<file path="config.mk">
export PLATFORM = sky130hd
export DESIGN_NAME = display_brightness_fade_sequencer_unit
export DESIGN_NICKNAME = d
export VERILOG_FILES = /design/src/rtl/dbfs_pkg.sv /design/src/rtl/dbfs_input_stage.sv /design/src/rtl/dbfs_light_filter.sv /design/src/rtl/dbfs_seq_core.sv /design/src/rtl/display_brightness_fade_sequencer_unit.sv
export SDC_FILE = /design/constraint.sdc
export NUM_CORES = 1
export LEC_CHECK = 0
export ABC_CLOCK_PERIOD_IN_PS = 6200
export BUFFER_PORTS_ARGS = -buffer_cell sky130_fd_sc_hd__clkbuf_2
export CAP_MARGIN = 30
export CORE_MARGIN = 2
export CORE_UTILIZATION = 55
export CTS_CLUSTER_DIAMETER = 60
export CTS_CLUSTER_SIZE = 10
export DETAILED_ROUTE_END_ITERATION = 10
export GPL_ROUTABILITY_DRIVEN = 0
export PLACE_DENSITY = 0.72
export SLEW_MARGIN = 20
export SYNTH_ARGS = -nofsm -noshare
export SYNTH_HDL_FRONTEND = slang
export SYNTH_SLANG_ARGS = --single-unit
</file>
<file path="constraint.sdc">
create_clock -name clk -period 6.2 [get_ports clk]
set_clock_uncertainty 0.2 [all_clocks]
set_input_delay 0.93 -clock clk [delete_from_list [all_inputs] [get_ports clk]]
set_output_delay 0.93 -clock clk [all_outputs]
set_load 0.01 [all_outputs]
</file>
<file path="src/rtl/dbfs_pkg.sv">
// Shared types and constants for the display brightness fade sequencer.
// Depends on nothing; imported by every module of the block.
package dbfs_pkg;

    // Field widths
    localparam int unsigned KIND_W      = 2;
    localparam int unsigned SAMPLE_W    = 10;
    localparam int unsigned LEVEL_W     = 7;
    localparam int unsigned SLIDE_W     = 3;
    localparam int unsigned DWELL_W     = 11;
    localparam int unsigned CFG_IDX_W   = 1;

    // Low sample bits dropped before averaging
    localparam int unsigned SAMPLE_DROP = 3;

    // Dwell counter saturation value
    localparam logic [DWELL_W-1:0] DWELL_MAX = '1;

    // Register reset values
    localparam logic [DWELL_W-1:0] DWELL_LONG_RST  = DWELL_W'(1000);
    localparam logic [DWELL_W-1:0] DWELL_SHORT_RST = DWELL_W'(50);

    // Parameter defaults
    localparam int unsigned SMOOTH_DEPTH_DEF = 8;
    localparam int unsigned LAST_SLIDE_DEF   = 5;

    // Event codes
    typedef enum logic [KIND_W-1:0] {
        KIND_BRIGHT = 2'd0,
        KIND_FRAME  = 2'd1,
        KIND_PREV   = 2'd2,
        KIND_NEXT   = 2'd3
    } kind_t;

    // Configuration register indexes
    typedef enum logic [CFG_IDX_W-1:0] {
        CFG_DWELL_LONG  = 1'b0,
        CFG_DWELL_SHORT = 1'b1
    } cfg_idx_t;

    // One captured event
    typedef struct packed {
        kind_t               kind;
        logic [SAMPLE_W-1:0] sample;
    } item_t;

endpackage

</file>
<file path="src/rtl/dbfs_input_stage.sv">
// Input register of the fade sequencer: captures one event transaction.
// Depends on dbfs_pkg.
module dbfs_input_stage (
    input  logic                          clk,
    input  logic                          rst_n,
    input  logic                          in_valid,
    output logic                          in_ready,
    input  logic [dbfs_pkg::KIND_W-1:0]   kind,
    input  logic [dbfs_pkg::SAMPLE_W-1:0] light_sample,
    output logic                          item_valid,
    output dbfs_pkg::item_t               item,
    input  logic                          item_take
);
    import dbfs_pkg::*;

    logic  valid_reg;
    logic  valid_next;
    item_t item_reg;
    logic  accept;

    // Register is free when empty or being drained this cycle
    assign in_ready = !valid_reg || item_take;
    assign accept   = in_valid && in_ready;

    always_comb
    begin
        if (accept)
        begin
            valid_next = 1'b1;
        end
        else if (item_take)
        begin
            valid_next = 1'b0;
        end
        else
        begin
            valid_next = valid_reg;
        end
    end

    always_ff @(posedge clk or negedge rst_n)
    begin
        if (!rst_n)
        begin
            valid_reg <= 1'b0;
        end
        else
        begin
            valid_reg <= valid_next;
        end
    end

    // Payload, no reset needed
    always_ff @(posedge clk)
    begin
        if (accept)
        begin
            item_reg.kind   <= kind_t'(kind);
            item_reg.sample <= light_sample;
        end
    end

    assign item_valid = valid_reg;
    assign item       = item_reg;

endmodule

</file>
<file path="src/rtl/dbfs_light_filter.sv">
// Ambient light smoothing: avg + floor((s - avg) / SMOOTH_DEPTH), which equals
// (avg*(SMOOTH_DEPTH-1) + s) / SMOOTH_DEPTH. Depends on dbfs_pkg.
module dbfs_light_filter #(
    parameter int unsigned SMOOTH_DEPTH = dbfs_pkg::SMOOTH_DEPTH_DEF
) (
    input  logic [dbfs_pkg::LEVEL_W-1:0]  avg,
    input  logic [dbfs_pkg::SAMPLE_W-1:0] sample,
    output logic [dbfs_pkg::LEVEL_W-1:0]  avg_next
);
    import dbfs_pkg::*;

    // Reciprocal multiply, exact for any numerator below 2^NUM_W
    localparam int unsigned NUM_W   = LEVEL_W + 1;
    localparam int unsigned SHIFT   = NUM_W + $clog2(SMOOTH_DEPTH);
    localparam int unsigned RECIP   = ((1 << SHIFT) + SMOOTH_DEPTH - 1) / SMOOTH_DEPTH;
    localparam int unsigned PROD_W  = SHIFT + NUM_W;
    localparam logic [NUM_W-1:0] DEPTH_M1 = NUM_W'(SMOOTH_DEPTH - 1);

    logic [LEVEL_W-1:0] level;
    logic               neg;
    logic [LEVEL_W-1:0] mag;
    logic [NUM_W-1:0]   numer;
    logic [PROD_W-1:0]  prod;
    logic [LEVEL_W-1:0] quot;

    assign level = sample[SAMPLE_DROP +: LEVEL_W];
    assign neg   = level < avg;
    assign mag   = neg ? (avg - level) : (level - avg);

    // Negative difference rounds away from zero: ceil via +N-1
    assign numer = {1'b0, mag} + (neg ? DEPTH_M1 : '0);
    assign prod  = PROD_W'(numer) * PROD_W'(RECIP);
    assign quot  = prod[SHIFT +: LEVEL_W];

    assign avg_next = neg ? (avg - quot) : (avg + quot);

endmodule

</file>
<file path="src/rtl/dbfs_seq_core.sv">
// Sequencer state: light average, drive level, fade flags, slide and dwell
// counter, plus the dwell registers. Depends on dbfs_pkg, dbfs_light_filter.
module dbfs_seq_core #(
    parameter int unsigned SMOOTH_DEPTH = dbfs_pkg::SMOOTH_DEPTH_DEF,
    parameter int unsigned LAST_SLIDE   = dbfs_pkg::LAST_SLIDE_DEF
) (
    input  logic                           clk,
    input  logic                           rst_n,
    input  logic                           item_valid,
    input  dbfs_pkg::item_t                item,
    output logic                           item_take,
    input  logic                           cfg_valid,
    input  logic [dbfs_pkg::CFG_IDX_W-1:0] cfg_index,
    input  logic [dbfs_pkg::DWELL_W-1:0]   cfg_data,
    output logic                           out_valid,
    input  logic                           out_ready,
    output logic [dbfs_pkg::LEVEL_W-1:0]   drive_level,
    output logic [dbfs_pkg::LEVEL_W-1:0]   smoothed_light,
    output logic [dbfs_pkg::SLIDE_W-1:0]   slide_index,
    output logic                           fading_out,
    output logic                           fading_in
);
    import dbfs_pkg::*;

    localparam logic [SLIDE_W:0] LAST_W = (SLIDE_W+1)'(LAST_SLIDE);

    logic               out_valid_reg, out_valid_next;
    logic [LEVEL_W-1:0] avg_reg, avg_next;
    logic [LEVEL_W-1:0] drive_reg, drive_next;
    logic               down_reg, down_next;
    logic               up_reg, up_next;
    logic [SLIDE_W-1:0] slide_reg, slide_next;
    logic [DWELL_W-1:0] count_reg, count_next;
    logic [DWELL_W-1:0] dwell_long_reg, dwell_short_reg;

    logic               fire;
    logic [LEVEL_W-1:0] avg_filt;
    logic [SLIDE_W:0]   fwd_raw;
    logic [SLIDE_W-1:0] slide_fwd, slide_back;
    logic [DWELL_W-1:0] count_inc;
    logic [DWELL_W-1:0] limit;

    // Result register free when empty or taken this cycle
    assign item_take = item_valid && (!out_valid_reg || out_ready);
    assign fire      = item_take;

    dbfs_light_filter #(
        .SMOOTH_DEPTH (SMOOTH_DEPTH)
    ) u_filter (
        .avg      (avg_reg),
        .sample   (item.sample),
        .avg_next (avg_filt)
    );

    // Slide wrap in both directions
    assign fwd_raw    = {1'b0, slide_reg} + 1'b1;
    assign slide_fwd  = (fwd_raw > LAST_W) ? '0 : fwd_raw[SLIDE_W-1:0];
    assign slide_back = (slide_reg == '0) ? LAST_W[SLIDE_W-1:0]
                      : (({1'b0, slide_reg} - 1'b1) > LAST_W) ? '0 : (slide_reg - 1'b1);

    // Saturating dwell count and limit for the current slide
    assign count_inc = (count_reg < DWELL_MAX) ? (count_reg + 1'b1) : count_reg;
    assign limit     = (slide_reg == '0) ? dwell_long_reg : dwell_short_reg;

    // Next state for one event
    always_comb
    begin
        avg_next   = avg_reg;
        drive_next = drive_reg;
        down_next  = down_reg;
        up_next    = up_reg;
        slide_next = slide_reg;
        count_next = count_reg;
        case (item.kind)
            KIND_BRIGHT:
            begin
                avg_next = avg_filt;
                if (down_reg)
                begin
                    if (drive_reg != '0)
                    begin
                        drive_next = drive_reg - 1'b1;
                    end
                    else
                    begin
                        slide_next = slide_fwd;
                        count_next = '0;
                        down_next  = 1'b0;
                        up_next    = 1'b1;
                        drive_next = '0;
                    end
                end
                else if (up_reg)
                begin
                    if (drive_reg < avg_filt)
                    begin
                        drive_next = drive_reg + 1'b1;
                    end
                    else
                    begin
                        up_next = 1'b0;
                    end
                end
                else
                begin
                    drive_next = (avg_filt != '0) ? avg_filt : LEVEL_W'(1);
                end
            end
            KIND_FRAME:
            begin
                count_next = count_inc;
                if (count_inc > limit)
                begin
                    down_next = 1'b1;
                end
            end
            KIND_PREV:
            begin
                slide_next = slide_back;
                count_next = '0;
                down_next  = 1'b0;
                up_next    = 1'b1;
                drive_next = '0;
            end
            default:
            begin
                slide_next = slide_fwd;
                count_next = '0;
                down_next  = 1'b0;
                up_next    = 1'b1;
                drive_next = '0;
            end
        endcase
    end

    always_comb
    begin
        if (fire)
        begin
            out_valid_next = 1'b1;
        end
        else if (out_ready)
        begin
            out_valid_next = 1'b0;
        end
        else
        begin
            out_valid_next = out_valid_reg;
        end
    end

    // State doubles as the result register
    always_ff @(posedge clk or negedge rst_n)
    begin
        if (!rst_n)
        begin
            out_valid_reg <= 1'b0;
            avg_reg       <= '0;
            drive_reg     <= '0;
            down_reg      <= 1'b0;
            up_reg        <= 1'b0;
            slide_reg     <= '0;
            count_reg     <= '0;
        end
        else
        begin
            out_valid_reg <= out_valid_next;
            if (fire)
            begin
                avg_reg   <= avg_next;
                drive_reg <= drive_next;
                down_reg  <= down_next;
                up_reg    <= up_next;
                slide_reg <= slide_next;
                count_reg <= count_next;
            end
        end
    end

    // Dwell limit registers
    always_ff @(posedge clk or negedge rst_n)
    begin
        if (!rst_n)
        begin
            dwell_long_reg  <= DWELL_LONG_RST;
            dwell_short_reg <= DWELL_SHORT_RST;
        end
        else if (cfg_valid)
        begin
            case (cfg_idx_t'(cfg_index))
                CFG_DWELL_LONG:  dwell_long_reg  <= cfg_data;
                CFG_DWELL_SHORT: dwell_short_reg <= cfg_data;
                default:         dwell_long_reg  <= dwell_long_reg;
            endcase
        end
    end

    assign out_valid      = out_valid_reg;
    assign drive_level    = drive_reg;
    assign smoothed_light = avg_reg;
    assign slide_index    = slide_reg;
    assign fading_out     = down_reg;
    assign fading_in      = up_reg;

endmodule

</file>
<file path="src/rtl/display_brightness_fade_sequencer_unit.sv">
// Top level of the display brightness fade sequencer.
// Depends on dbfs_pkg, dbfs_input_stage, dbfs_seq_core.
//
// Usage:
//   Event channel (in_valid/in_ready, kind, light_sample): one transaction per
//   brightness tick, frame tick, previous or next slide request.
//   Result channel (out_valid/out_ready): one transaction per event, carrying
//   drive level, smoothed light, slide index and both fade flags after it.
//   Config channel (cfg_valid/cfg_ready, cfg_index, cfg_data): dwell_long at
//   index 0, dwell_short at index 1; always ready, write only while idle.
// Path: an accepted event passes the input register, then the state/result
//   register, with one reciprocal multiply between.
// Throughput: one event per cycle when the receiver takes every result.
// Reset: all sequencer state clears, dwell limits return to 1000 and 50, and
//   both channels come up empty.
// Stall: a held result keeps its values; one more event can wait in the input
//   register, after which in_ready drops until out_ready returns.
module display_brightness_fade_sequencer_unit #(
    parameter int unsigned SMOOTH_DEPTH = dbfs_pkg::SMOOTH_DEPTH_DEF,
    parameter int unsigned LAST_SLIDE   = dbfs_pkg::LAST_SLIDE_DEF
) (
    input  logic                           clk,
    input  logic                           rst_n,
    input  logic                           in_valid,
    output logic                           in_ready,
    input  logic [dbfs_pkg::KIND_W-1:0]    kind,
    input  logic [dbfs_pkg::SAMPLE_W-1:0]  light_sample,
    output logic                           out_valid,
    input  logic                           out_ready,
    output logic [dbfs_pkg::LEVEL_W-1:0]   drive_level,
    output logic [dbfs_pkg::LEVEL_W-1:0]   smoothed_light,
    output logic [dbfs_pkg::SLIDE_W-1:0]   slide_index,
    output logic                           fading_out,
    output logic                           fading_in,
    input  logic                           cfg_valid,
    output logic                           cfg_ready,
    input  logic [dbfs_pkg::CFG_IDX_W-1:0] cfg_index,
    input  logic [dbfs_pkg::DWELL_W-1:0]   cfg_data
);
    import dbfs_pkg::*;

    logic  item_valid;
    item_t item;
    logic  item_take;

    assign cfg_ready = 1'b1;

    dbfs_input_stage u_input (
        .clk          (clk),
        .rst_n        (rst_n),
        .in_valid     (in_valid),
        .in_ready     (in_ready),
        .kind         (kind),
        .light_sample (light_sample),
        .item_valid   (item_valid),
        .item         (item),
        .item_take    (item_take)
    );

    dbfs_seq_core #(
        .SMOOTH_DEPTH (SMOOTH_DEPTH),
        .LAST_SLIDE   (LAST_SLIDE)
    ) u_core (
        .clk            (clk),
        .rst_n          (rst_n),
        .item_valid     (item_valid),
        .item           (item),
        .item_take      (item_take),
        .cfg_valid      (cfg_valid && cfg_ready),
        .cfg_index      (cfg_index),
        .cfg_data       (cfg_data),
        .out_valid      (out_valid),
        .out_ready      (out_ready),
        .drive_level    (drive_level),
        .smoothed_light (smoothed_light),
        .slide_index    (slide_index),
        .fading_out     (fading_out),
        .fading_in      (fading_in)
    );

    // Slide index never leaves the configured range
    a_slide_range: assert property (@(posedge clk) disable iff (!rst_n)
        out_valid |-> (slide_index <= (SLIDE_W)'(LAST_SLIDE)))
        else $error("slide index beyond last slide");

    // Input backpressure only when a result is held and the input register is full
    a_ready_cause: assert property (@(posedge clk) disable iff (!rst_n)
        !in_ready |-> (item_valid && out_valid && !out_ready))
        else $error("input stalled without a held result");

    // An event in the input register moves on whenever the result side is free
    a_item_moves: assert property (@(posedge clk) disable iff (!rst_n)
        (item_valid && (!out_valid || out_ready)) |=> out_valid)
        else $error("event did not produce a result");

endmodule
</file>
== Yosys cells after proc, flatten, opt, wreduce, memory -nomap -nowiden ==
Index checks and enable logic that the tools add are counted.
Storage, ports and cells
  register bits after elaboration: 66
  bits in latches: 0
  bits in writable memories: 0
  ROM bits: 0
  bits of input ports: 29
  word-level logic and storage cells: 91
  memories: 0
Cells by class
  add/subtract/negate cells: 11
  multipliers: 0
  divide/modulo/power cells: 0
  order comparisons: 6
  equality and inequality tests: 7
  shift-type cells: 0
  multiplexer cells: 33
  bitwise logic cells: 2
  reduce and logical (&&, ||, !) cells: 20
Operators by type and width (count)
  $mux 7: 7
  $mux 11: 4
  $pmux 11 s2: 1
  $mux 3: 6
  $lt 7x7->1: 2
  $pmux 7 s2: 1
  $reduce_bool 7->1: 2
  $sub 7x7->7: 2
  $add 11x1->11 const B: 1
  $gt 11x11->1: 1
  $lt 11x11->1 const B: 1
  $mux 1: 11
  $pmux 3 s3: 1
  $reduce_and 3->1: 3
  $add 7x3->8: 1
  $gt 4x3->1 const B: 2
  $reduce_and 2->1: 4
  $add 7x1->7 const B: 1
  $add 7x5->7: 1
  $sub 7x1->7 const B: 1
  $sub 7x5->7: 1
  $add 3x1->4 const B: 1
  $ne 2x1->1 const B: 2
  $ne 4x3->1 const B: 1
  other kinds (15): 21

== Logic depth before layout (Yosys ltp) ==
Gate-level depths: netlist (run 1).
  depth after elaboration: 10
  gate-level depth with buffers: 30
  gate-level depth less buffers: 29

== Cells and area by module ==
Synthesis (run 1) repeated with hierarchy kept, for this count alone.
Unflattened totals
  cell total of the unflattened synthesis: 512
  area total of the unflattened synthesis: 4981.0 um^2
Modules (own cells, without submodules)
  dbfs_seq_core: times used 1, cells an instance 361, area an instance 3457.1 um^2, seq. area each 1337.5 um^2
  dbfs_light_filter: times used 1, cells an instance 133, area an instance 1098.6 um^2, seq. area each 0.0 um^2
  dbfs_input_stage: times used 1, cells an instance 16, area an instance 414.1 um^2, seq. area each 385.4 um^2
  display_brightness_fade_sequencer_unit: times used 1, cells an instance 2, area an instance 11.3 um^2, seq. area each 0.0 um^2

== Least setup slack after synthesis (run 1) ==
No wires, ideal clock.
  kind: register to register
  start: reg u_core.avg_reg[4], in the netlist u_core.smoothed_light[4]
  end: reg u_core.drive_reg[0], in the netlist u_core.drive_level[0]
  setup time: 0.087 ns
  arrival: 5.317 ns
  required time: 5.913 ns
  setup slack: 0.597 ns
  stages on the path, launching flop included: 31
  period minus slack after synthesis: 5.603 ns
  cells stage by stage: dfrtp_1 inv_1 ha_1 buf_2 a21oi_2 o21a_4 a22oi_2 xnor2_1 a21boi_1 o31a_1 xnor2_2 ha_1 nor2_1 xnor2_1 xnor2_1 ha_1 nor2b_1 o21ai_0 a21boi_0 mux2i_1 nand2_1 xor2_1 ha_1 a21o_1 nand2_1 o31ai_1 nor2_1 nand2_1 nor2_1 nand2_1 o211ai_1
On the way
  word-level cells in the longest chain between the ends: 10
  elaborated cells on any way between the ends: 17
  those cells by class: add/sub: 5; order compare: 2; eq/ne: 1; mux: 7; reduce/logical: 2
RTL lines
  from (decl): line dbfs_seq_core.sv:28  | logic [LEVEL_W-1:0] avg_reg, avg_next;
  from (signal assigned): line dbfs_seq_core.sv:170  | avg_reg <= avg_next;
  $sub 7x7->7 / $lt 7x7->1 (equally long branches): line dbfs_light_filter.sv:28, dbfs_light_filter.sv:27
  $mux 7 / $mux 3 (equally long branches): line dbfs_light_filter.sv:28, dbfs_light_filter.sv:31
  $add 7x3->8: line dbfs_light_filter.sv:31  | assign numer = {1'b0, mag} + (neg ? DEPTH_M1 : '0);
  $add 7x5->7 / $sub 7x5->7 (equally long branches): line dbfs_light_filter.sv:35  | assign avg_next = neg ? (avg - quot) : (avg + quot);
  $mux 7 *: line dbfs_light_filter.sv:35
  branches (longest 5 deep; another with $lt 7x7->1)
  to (signal assigned): line dbfs_seq_core.sv:171  | drive_reg <= drive_next;
  to (decl): line dbfs_seq_core.sv:29  | logic [LEVEL_W-1:0] drive_reg, drive_next;
Mark *: on every way between the ends.
A chain may end at the register's enable or synchronous reset.

== Final worst setup path (run 1) ==
  start: reg u_core.avg_reg[6], in the netlist u_core.smoothed_light[6]
  end: reg u_core.drive_reg[6], in the netlist u_core.drive_level[6]
The elaborated chain is that of the path after synthesis.

==> impl_metrics.json, run 1 <==
{
  "outcome": "finished, final reports clean",
  "layout.cells.non_filler": 668,
  "final_nets": 636,
  "cts_tree": "yes",
  "cp_num_cells": 27,
  "drtIter0Drc": 192,
  "clockRootBuffer": "clkbuf_8",
  "synth_cell_types": 68,
  "dp_cells": 649,
  "synth_top_family_by_area": "compound AO/OA/AOI/OAI gates",
  "totalWireLength_um": 10600,
  "hold_path_startpoint": "u_core.dwell_short_reg[6]",
  "most-common-layout-cells": "clkbuf_2 (46), ha_1 (43), dfrtp_1 (43)",
  "critical_path_class": "reg2reg",
  "drv_slew": 0,
  "synth_compound_area_share_pct": 19.0,
  "cts_max_path_buffers": 2,
  "setup.worst_path.end_class": "register",
  "post_route_cells_drive_above_1_share_pct": 24.3,
  "yosysWarningCount": 0,
  "vias_per_cell": 5.89,
  "hpwl_um": 7840,
  "grt_pass1_vias": 3920,
  "async_flop_share_pct": 85.7,
  "antenna_cells": 0,
  "tightest_slew_ns": 0.845,
  "timing.rr.end": "u_core.drive_level[6]",
  "syn_area_um2": 4750,
  "hold-worst-slack_ns": 0.307,
  "die_w_um": 96.9,
  "critPathTopFamily": "compound AO/OA/AOI/OAI gates",
  "p_per_area_nw_per_um2": 592,
  "period_minus_slack_ns": 5.88,
  "htree_levels": 3,
  "max-cap-violations": 0,
  "die_y_um": 96.9,
  "placed_cell_area_um2": 5130,
  "yosys.area.top_type": "dfrtp_1",
  "synth_fa_ha_area_share_pct": 13.4,
  "ioPinCount": 51,
  "synth_area_per_cell_um2": 9.45,
  "slowest_stage": "fa_1",
  "arrival_ns": 5.91,
  "timing.rr.start": "u_core.smoothed_light[6]",
  "vias": 3934,
  "finalHoldViolCount": 0,
  "peakVddDrop_mv": 0.329,
  "cp.buffers_inverters": 3,
  "syn_inst": 502,
  "start_util_pct": 57.2,
  "crit_path_max_incr_delay_ns": 0.43,
  "drt-pass1-iter-count": 5,
  "io_buffers": 46,
  "grt_max_degree": 55,
  "synth_seq_area_share_pct": 34.4,
  "overflow": 0,
  "synth_xor_area_share_pct": 4.59,
  "area_growth_pct": 13.6,
  "layout_commonest_cell": "clkbuf_2",
  "synth_simple_gate_area_share_pct": 16.1,
  "place_ws_ns": -0.0221,
  "whs_endpoint": "u_core.dwell_short_reg[6]",
  "synth_edf_count": 9,
  "antenna_found_initial": 0,
  "rrSetupSlack_ns": 0.32,
  "cts.clk_slew.worst_paths_ns": 0.08,
  "postRouteAntennaNets": 0,
  "synth_nets": 580,
  "wl_per_cell_um": 15.9,
  "holdPathStages": 1,
  "worstPathRequired_ns": 6.23,
  "cts_buffers": 9,
  "synth_top_area_share_pct": 23.7,
  "drc_errors": 0,
  "final_cell_area_um2": 5390,
  "max_freq_mhz": 170,
  "post-route-period-util_pct": 94.8,
  "r2r_cells": 27,
  "clk_latency_ns": 0.35,
  "row_count": 33,
  "yosys_most_used_dff": "dfrtp_1",
  "finalPower_mw": 3.19,
  "netlist_top_cells_area": "dfrtp_1 (24%), ha_1 (12%), mux2_2 (6.2%)",
  "crit_top_cell": "nor2_1",
  "grt_first_pass_wirelength_um": 18000,
  "dieArea_um2": 9390,
  "core_area_um2": 8300,
  "finalSetupViolCount": 0,
  "leakagePower_nw": 2.43,
  "relSlewSlack_pct": 43.6,
  "cp_max_fo": 6,
  "cts_sinks": 63,
  "startpoint_type": "register",
  "hp-class": "reg2reg",
  "grt_usage_pct": 23.0,
  "synth-seq-cells": 63,
  "setup_ws_ns": 0.321,
  "synth.area.mux_share_pct": 8.81
}
[what timing repair did]
item,in CTS,in global routing
pin swaps,0,2
resized for setup,1,14
buffers inserted,0,2
hold buffers,0,0
endpoints found under the setup margin,3,7
[power breakdown]
| part | switching, mW | leakage [nW] | internal [mW] |
|---|---|---|---|
| Sequential | 0.113 | 0.747 | 0.505 |
| Combinational | 1.26 | 1.59 | 0.973 |
| Clock | 0.165 | 0.0954 | 0.177 |
| Total | 1.54 | 2.43 | 1.66 |
[metal layers]
layer / global-route usage [%] / routed length [um]
met1: 28.4 / 4570
met5: 0 / 0
met4: 7.37 / 198
met2: 40.8 / 5480
met3: 3.97 / 380
[worst max-delay path by stage]
stage	startpoint	to	slack [ns]
6_report	u_core.smoothed_light[6]	u_core.drive_level[6]	0.32
5_1_grt	u_core.smoothed_light[6]	u_core.drive_level[0]	-0.01
4_1_cts	u_core.smoothed_light[6]	u_core.drive_level[0]	0.01
3_5_place_dp	u_core.smoothed_light[6]	u_core.drive_level[0]	-0.02
3_3_place_gp	u_core.smoothed_light[6]	u_core.drive_level[0]	0.14
2_1_floorplan	u_core.smoothed_light[4]	u_core.drive_level[0]	0.60
[layout make-up]
type | instances | area, um^2
fill | 701 | 2910
multi-input combinational | 395 | 3000
inverter | 29 | 109
timing repair buffer | 60 | 335
clock inverter | 3 | 17.5
clock buffer | 13 | 169
tap | 105 | 131
sequential | 63 | 1640
[cell usage after synthesis, drive strengths merged, types with 3 or more instances]
cell / instances
ha: 46
dfrtp: 45
nand2: 41
nor2: 36
o21ai: 33
inv: 29
a21oi: 28
mux2: 27
nand3: 18
xnor2: 17
a22o: 11
mux2i: 11
clkbuf: 10
nand2b: 10
dfstp: 9
edfxtp: 9
nor2b: 9
o31ai: 9
a21o: 8
nand4: 8
o211ai: 8
xor2: 7
and2: 6
nor3: 6
o21a: 6
a31oi: 5
buf: 5
nand3b: 5
a211o: 3
a21boi: 3
fa: 3
o22ai: 3
or3: 3
[logic make-up after synthesis]
kind of cell	after synthesis
buffers and inverters	44
and+or+nand+nor	151
DFF	63
adders and majority gates	49
other	1
muxes	38
AOI/OAI and AO/OA	132
xor gates and xnor gates	24
[stage by stage]
stage	utilization [%]	TNS (ns)
finish	65.0	0
global route	65.0	-0.0143
CTS	64.0	0
detailed placement	61.8	-0.0280
global placement	61.8	0
floorplan	-	0
[worst reg2reg max path, stage by stage, from the launching register on]
cell,delay (ns)
dfrtp_1,0.39
inv_1,0.12
ha_4,0.34
nand2_2,0.11
o21a_4,0.23
a22oi_2,0.22
xnor2_2,0.16
a21boi_1,0.09
o31a_1,0.31
xnor2_2,0.16
ha_2,0.31
nor2_1,0.04
nor2_1,0.16
inv_1,0.08
fa_1,0.43
nor2b_1,0.13
o21ai_1,0.09
a21boi_1,0.22
mux2i_1,0.22
nand2_1,0.16
xor2_2,0.22
ha_1,0.34
nand2_1,0.10
o31ai_4,0.30
nor2_1,0.09
buf_4,0.19
a311oi_1,0.26
o22ai_1,0.12
No activity file was read; power rests on OpenSTA's default activity.
==> run 2, diff against run 1 <==
- ABC_CLOCK_PERIOD_IN_PS: 6200 -> 4900
- CORE_UTILIZATION: 55 -> 54
- PLACE_DENSITY: 0.72 -> 0.74
- SYNTH_HIERARCHICAL: not set -> 1
- clock period: 6.2 -> 4.9 ns (I/O delays scaled with it)
==> impl_metrics.json, run 2 <==
{
  "critical_path_class": "reg2reg",
  "finalSetupViolCount": 8,
  "cp_max_fo": 6,
  "grt_max_degree": 36,
  "cts_sinks": 63,
  "wl_per_cell_um": 16.6,
  "period_minus_slack_ns": 5.30,
  "drc_errors": 0,
  "rrSetupSlack_ns": -0.40,
  "cts_max_path_buffers": 2,
  "max-cap-violations": 0,
  "yosysWarningCount": 6,
  "antenna_cells": 0,
  "die_y_um": 99.2,
  "cts_buffers": 9,
  "arrival_ns": 5.37,
  "max_freq_mhz": 189,
  "p_per_area_nw_per_um2": 827,
  "row_count": 34,
  "postRouteAntennaNets": 0,
  "cts_tree": "yes",
  "final_nets": 704,
  "setup.worst_path.end_class": "register",
  "drv_slew": 0,
  "worstPathRequired_ns": 4.97,
  "finalHoldViolCount": 0,
  "relSlewSlack_pct": 45.3,
  "dieArea_um2": 9830,
  "crit_top_cell": "xnor2_1",
  "tightest_slew_ns": 0.820,
  "vias": 4329,
  "synth_nets": 588,
  "die_w_um": 99.2,
  "grt_usage_pct": 25.5,
  "peakVddDrop_mv": 0.645,
  "layout_commonest_cell": "buf_4",
  "area_growth_pct": 25.0,
  "post-route-period-util_pct": 108,
  "syn_inst": 509,
  "outcome": "finished, violations left",
  "clockRootBuffer": "clkbuf_8",
  "slowest_stage": "dfrtp_1",
  "drtIter0Drc": 322,
  "r2r_cells": 25,
  "placed_cell_area_um2": 5700,
  "most-common-layout-cells": "buf_4 (76), clkbuf_2 (46), dfrtp_1 (45)",
  "crit_path_max_incr_delay_ns": 0.40,
  "hp-class": "in2async",
  "grt_first_pass_wirelength_um": 20200,
  "start_util_pct": 55.8,
  "syn_area_um2": 4890,
  "totalWireLength_um": 12300,
  "place_ws_ns": -0.645,
  "clk_latency_ns": 0.34,
  "timing.rr.start": "u_core/smoothed_light[0]",
  "setup_ws_ns": -0.401,
  "core_area_um2": 8760,
  "rsz0062_at_grt": "yes",
  "timing.rr.end": "u_core/drive_level[6]",
  "ioPinCount": 51,
  "hpwl_um": 8840,
  "post_route_cells_drive_above_1_share_pct": 37.9,
  "vias_per_cell": 5.87,
  "antenna_found_initial": 0,
  "final_cell_area_um2": 6110,
  "violations": "setup timing",
  "cts.clk_slew.worst_paths_ns": 0.08,
  "io_buffers": 46,
  "grt_pass1_vias": 4224,
  "hold-worst-slack_ns": 0.141,
  "htree_levels": 3,
  "finalPower_mw": 5.06,
  "drt-pass1-iter-count": 5,
  "overflow": 0,
  "startpoint_type": "register",
  "synth_area_per_cell_um2": 9.61,
  "leakagePower_nw": 2.88
}
==> run 2: cell count changes in the layout (fill, tap and decap cells not counted), sizes merged, moves of 7 or more <==
cell | previous run | this run
a211oi | 0 | 9
a22o | 11 | 4
buf | 14 | 76
inv | 29 | 36
o21ai | 33 | 41
==> run 2: area by class of cell <==
type                            count  area, um^2
Clock buffer                       10         138
Clock inverter                      6        41.3
Fill cell                         635        2650
Inverter                           33         124
Multi-Input combinational cell    396        3240
Sequential cell                    63        1630
Tap cell                          108         135
Timing Repair Buffer              122         801
==> run 2: how the worst max path moves through the flow <==
stage	start	to	slack (ns)	depth (start not counted)
2_1_floorplan	u_core/smoothed_light[6]	u_core/drive_level[0]	-0.52	28
3_3_place_gp	u_core/smoothed_light[6]	u_core/drive_level[0]	-0.50	27
3_5_place_dp	u_core/smoothed_light[6]	u_core/drive_level[6]	-0.64	27
4_1_cts	u_input/item[8]	u_core/drive_level[2]	-0.50	26
5_1_grt	u_core/smoothed_light[2]	u_core/drive_level[6]	-0.67	27
6_report	u_core/smoothed_light[0]	u_core/drive_level[6]	-0.40	25
==> run 2: what timing repair did <==
action / in CTS / in global routing
hold endpoints to repair: 0 / 0
hold buffers: 0 / 0
resized for setup: 14 / 15
pin swaps: 22 / 15
setup buffers: 4 / 5
endpoints found under the setup margin: 8 / 8
==> run 2: stage by stage <==
| stage | util (%) | TNS (ns) | std cells |
|---|---|---|---|
| 3_5_place_dp | 65.0 | -4.48 | 712 |
| 3_3_place_gp | 65.0 | -3.38 | 712 |
| 6_report | 69.8 | -2.74 | 738 |
| 4_1_cts | 68.5 | -3.46 | 732 |
| 5_1_grt | 69.8 | -4.84 | 738 |
| 2_1_floorplan | - | -3.37 | 509 |
==> run 2: worst max-delay path, delay by kind of cell (launching register included) <==
family	cells	cell delay, ns
AO/OA/AOI/OAI	8	1.19
XOR/XNOR	4	0.63
adder cells (fa/ha/maj)	5	1.40
buffers and inverters	3	0.32
flip-flops	1	0.40
AND/OR/NAND/NOR	5	1.08
==> run 2: power breakdown <==
group	leakage [nW]	internal, mW	switching, mW
sequential	0.747	0.628	0.103
combinational	2.04	2.01	1.90
clock	0.0934	0.199	0.221
==> run 2: routing by layer <==
metal | GRT usage (%) | up-vias | routed length, um
met4 | 7.27 | 0 | 170
met1 | 35.6 | 2146 | 5700
met2 | 40.5 | 105 | 5880
met3 | 5.20 | 18 | 531
li1 | - | 2060 | -
met5 | 0 | - | 0
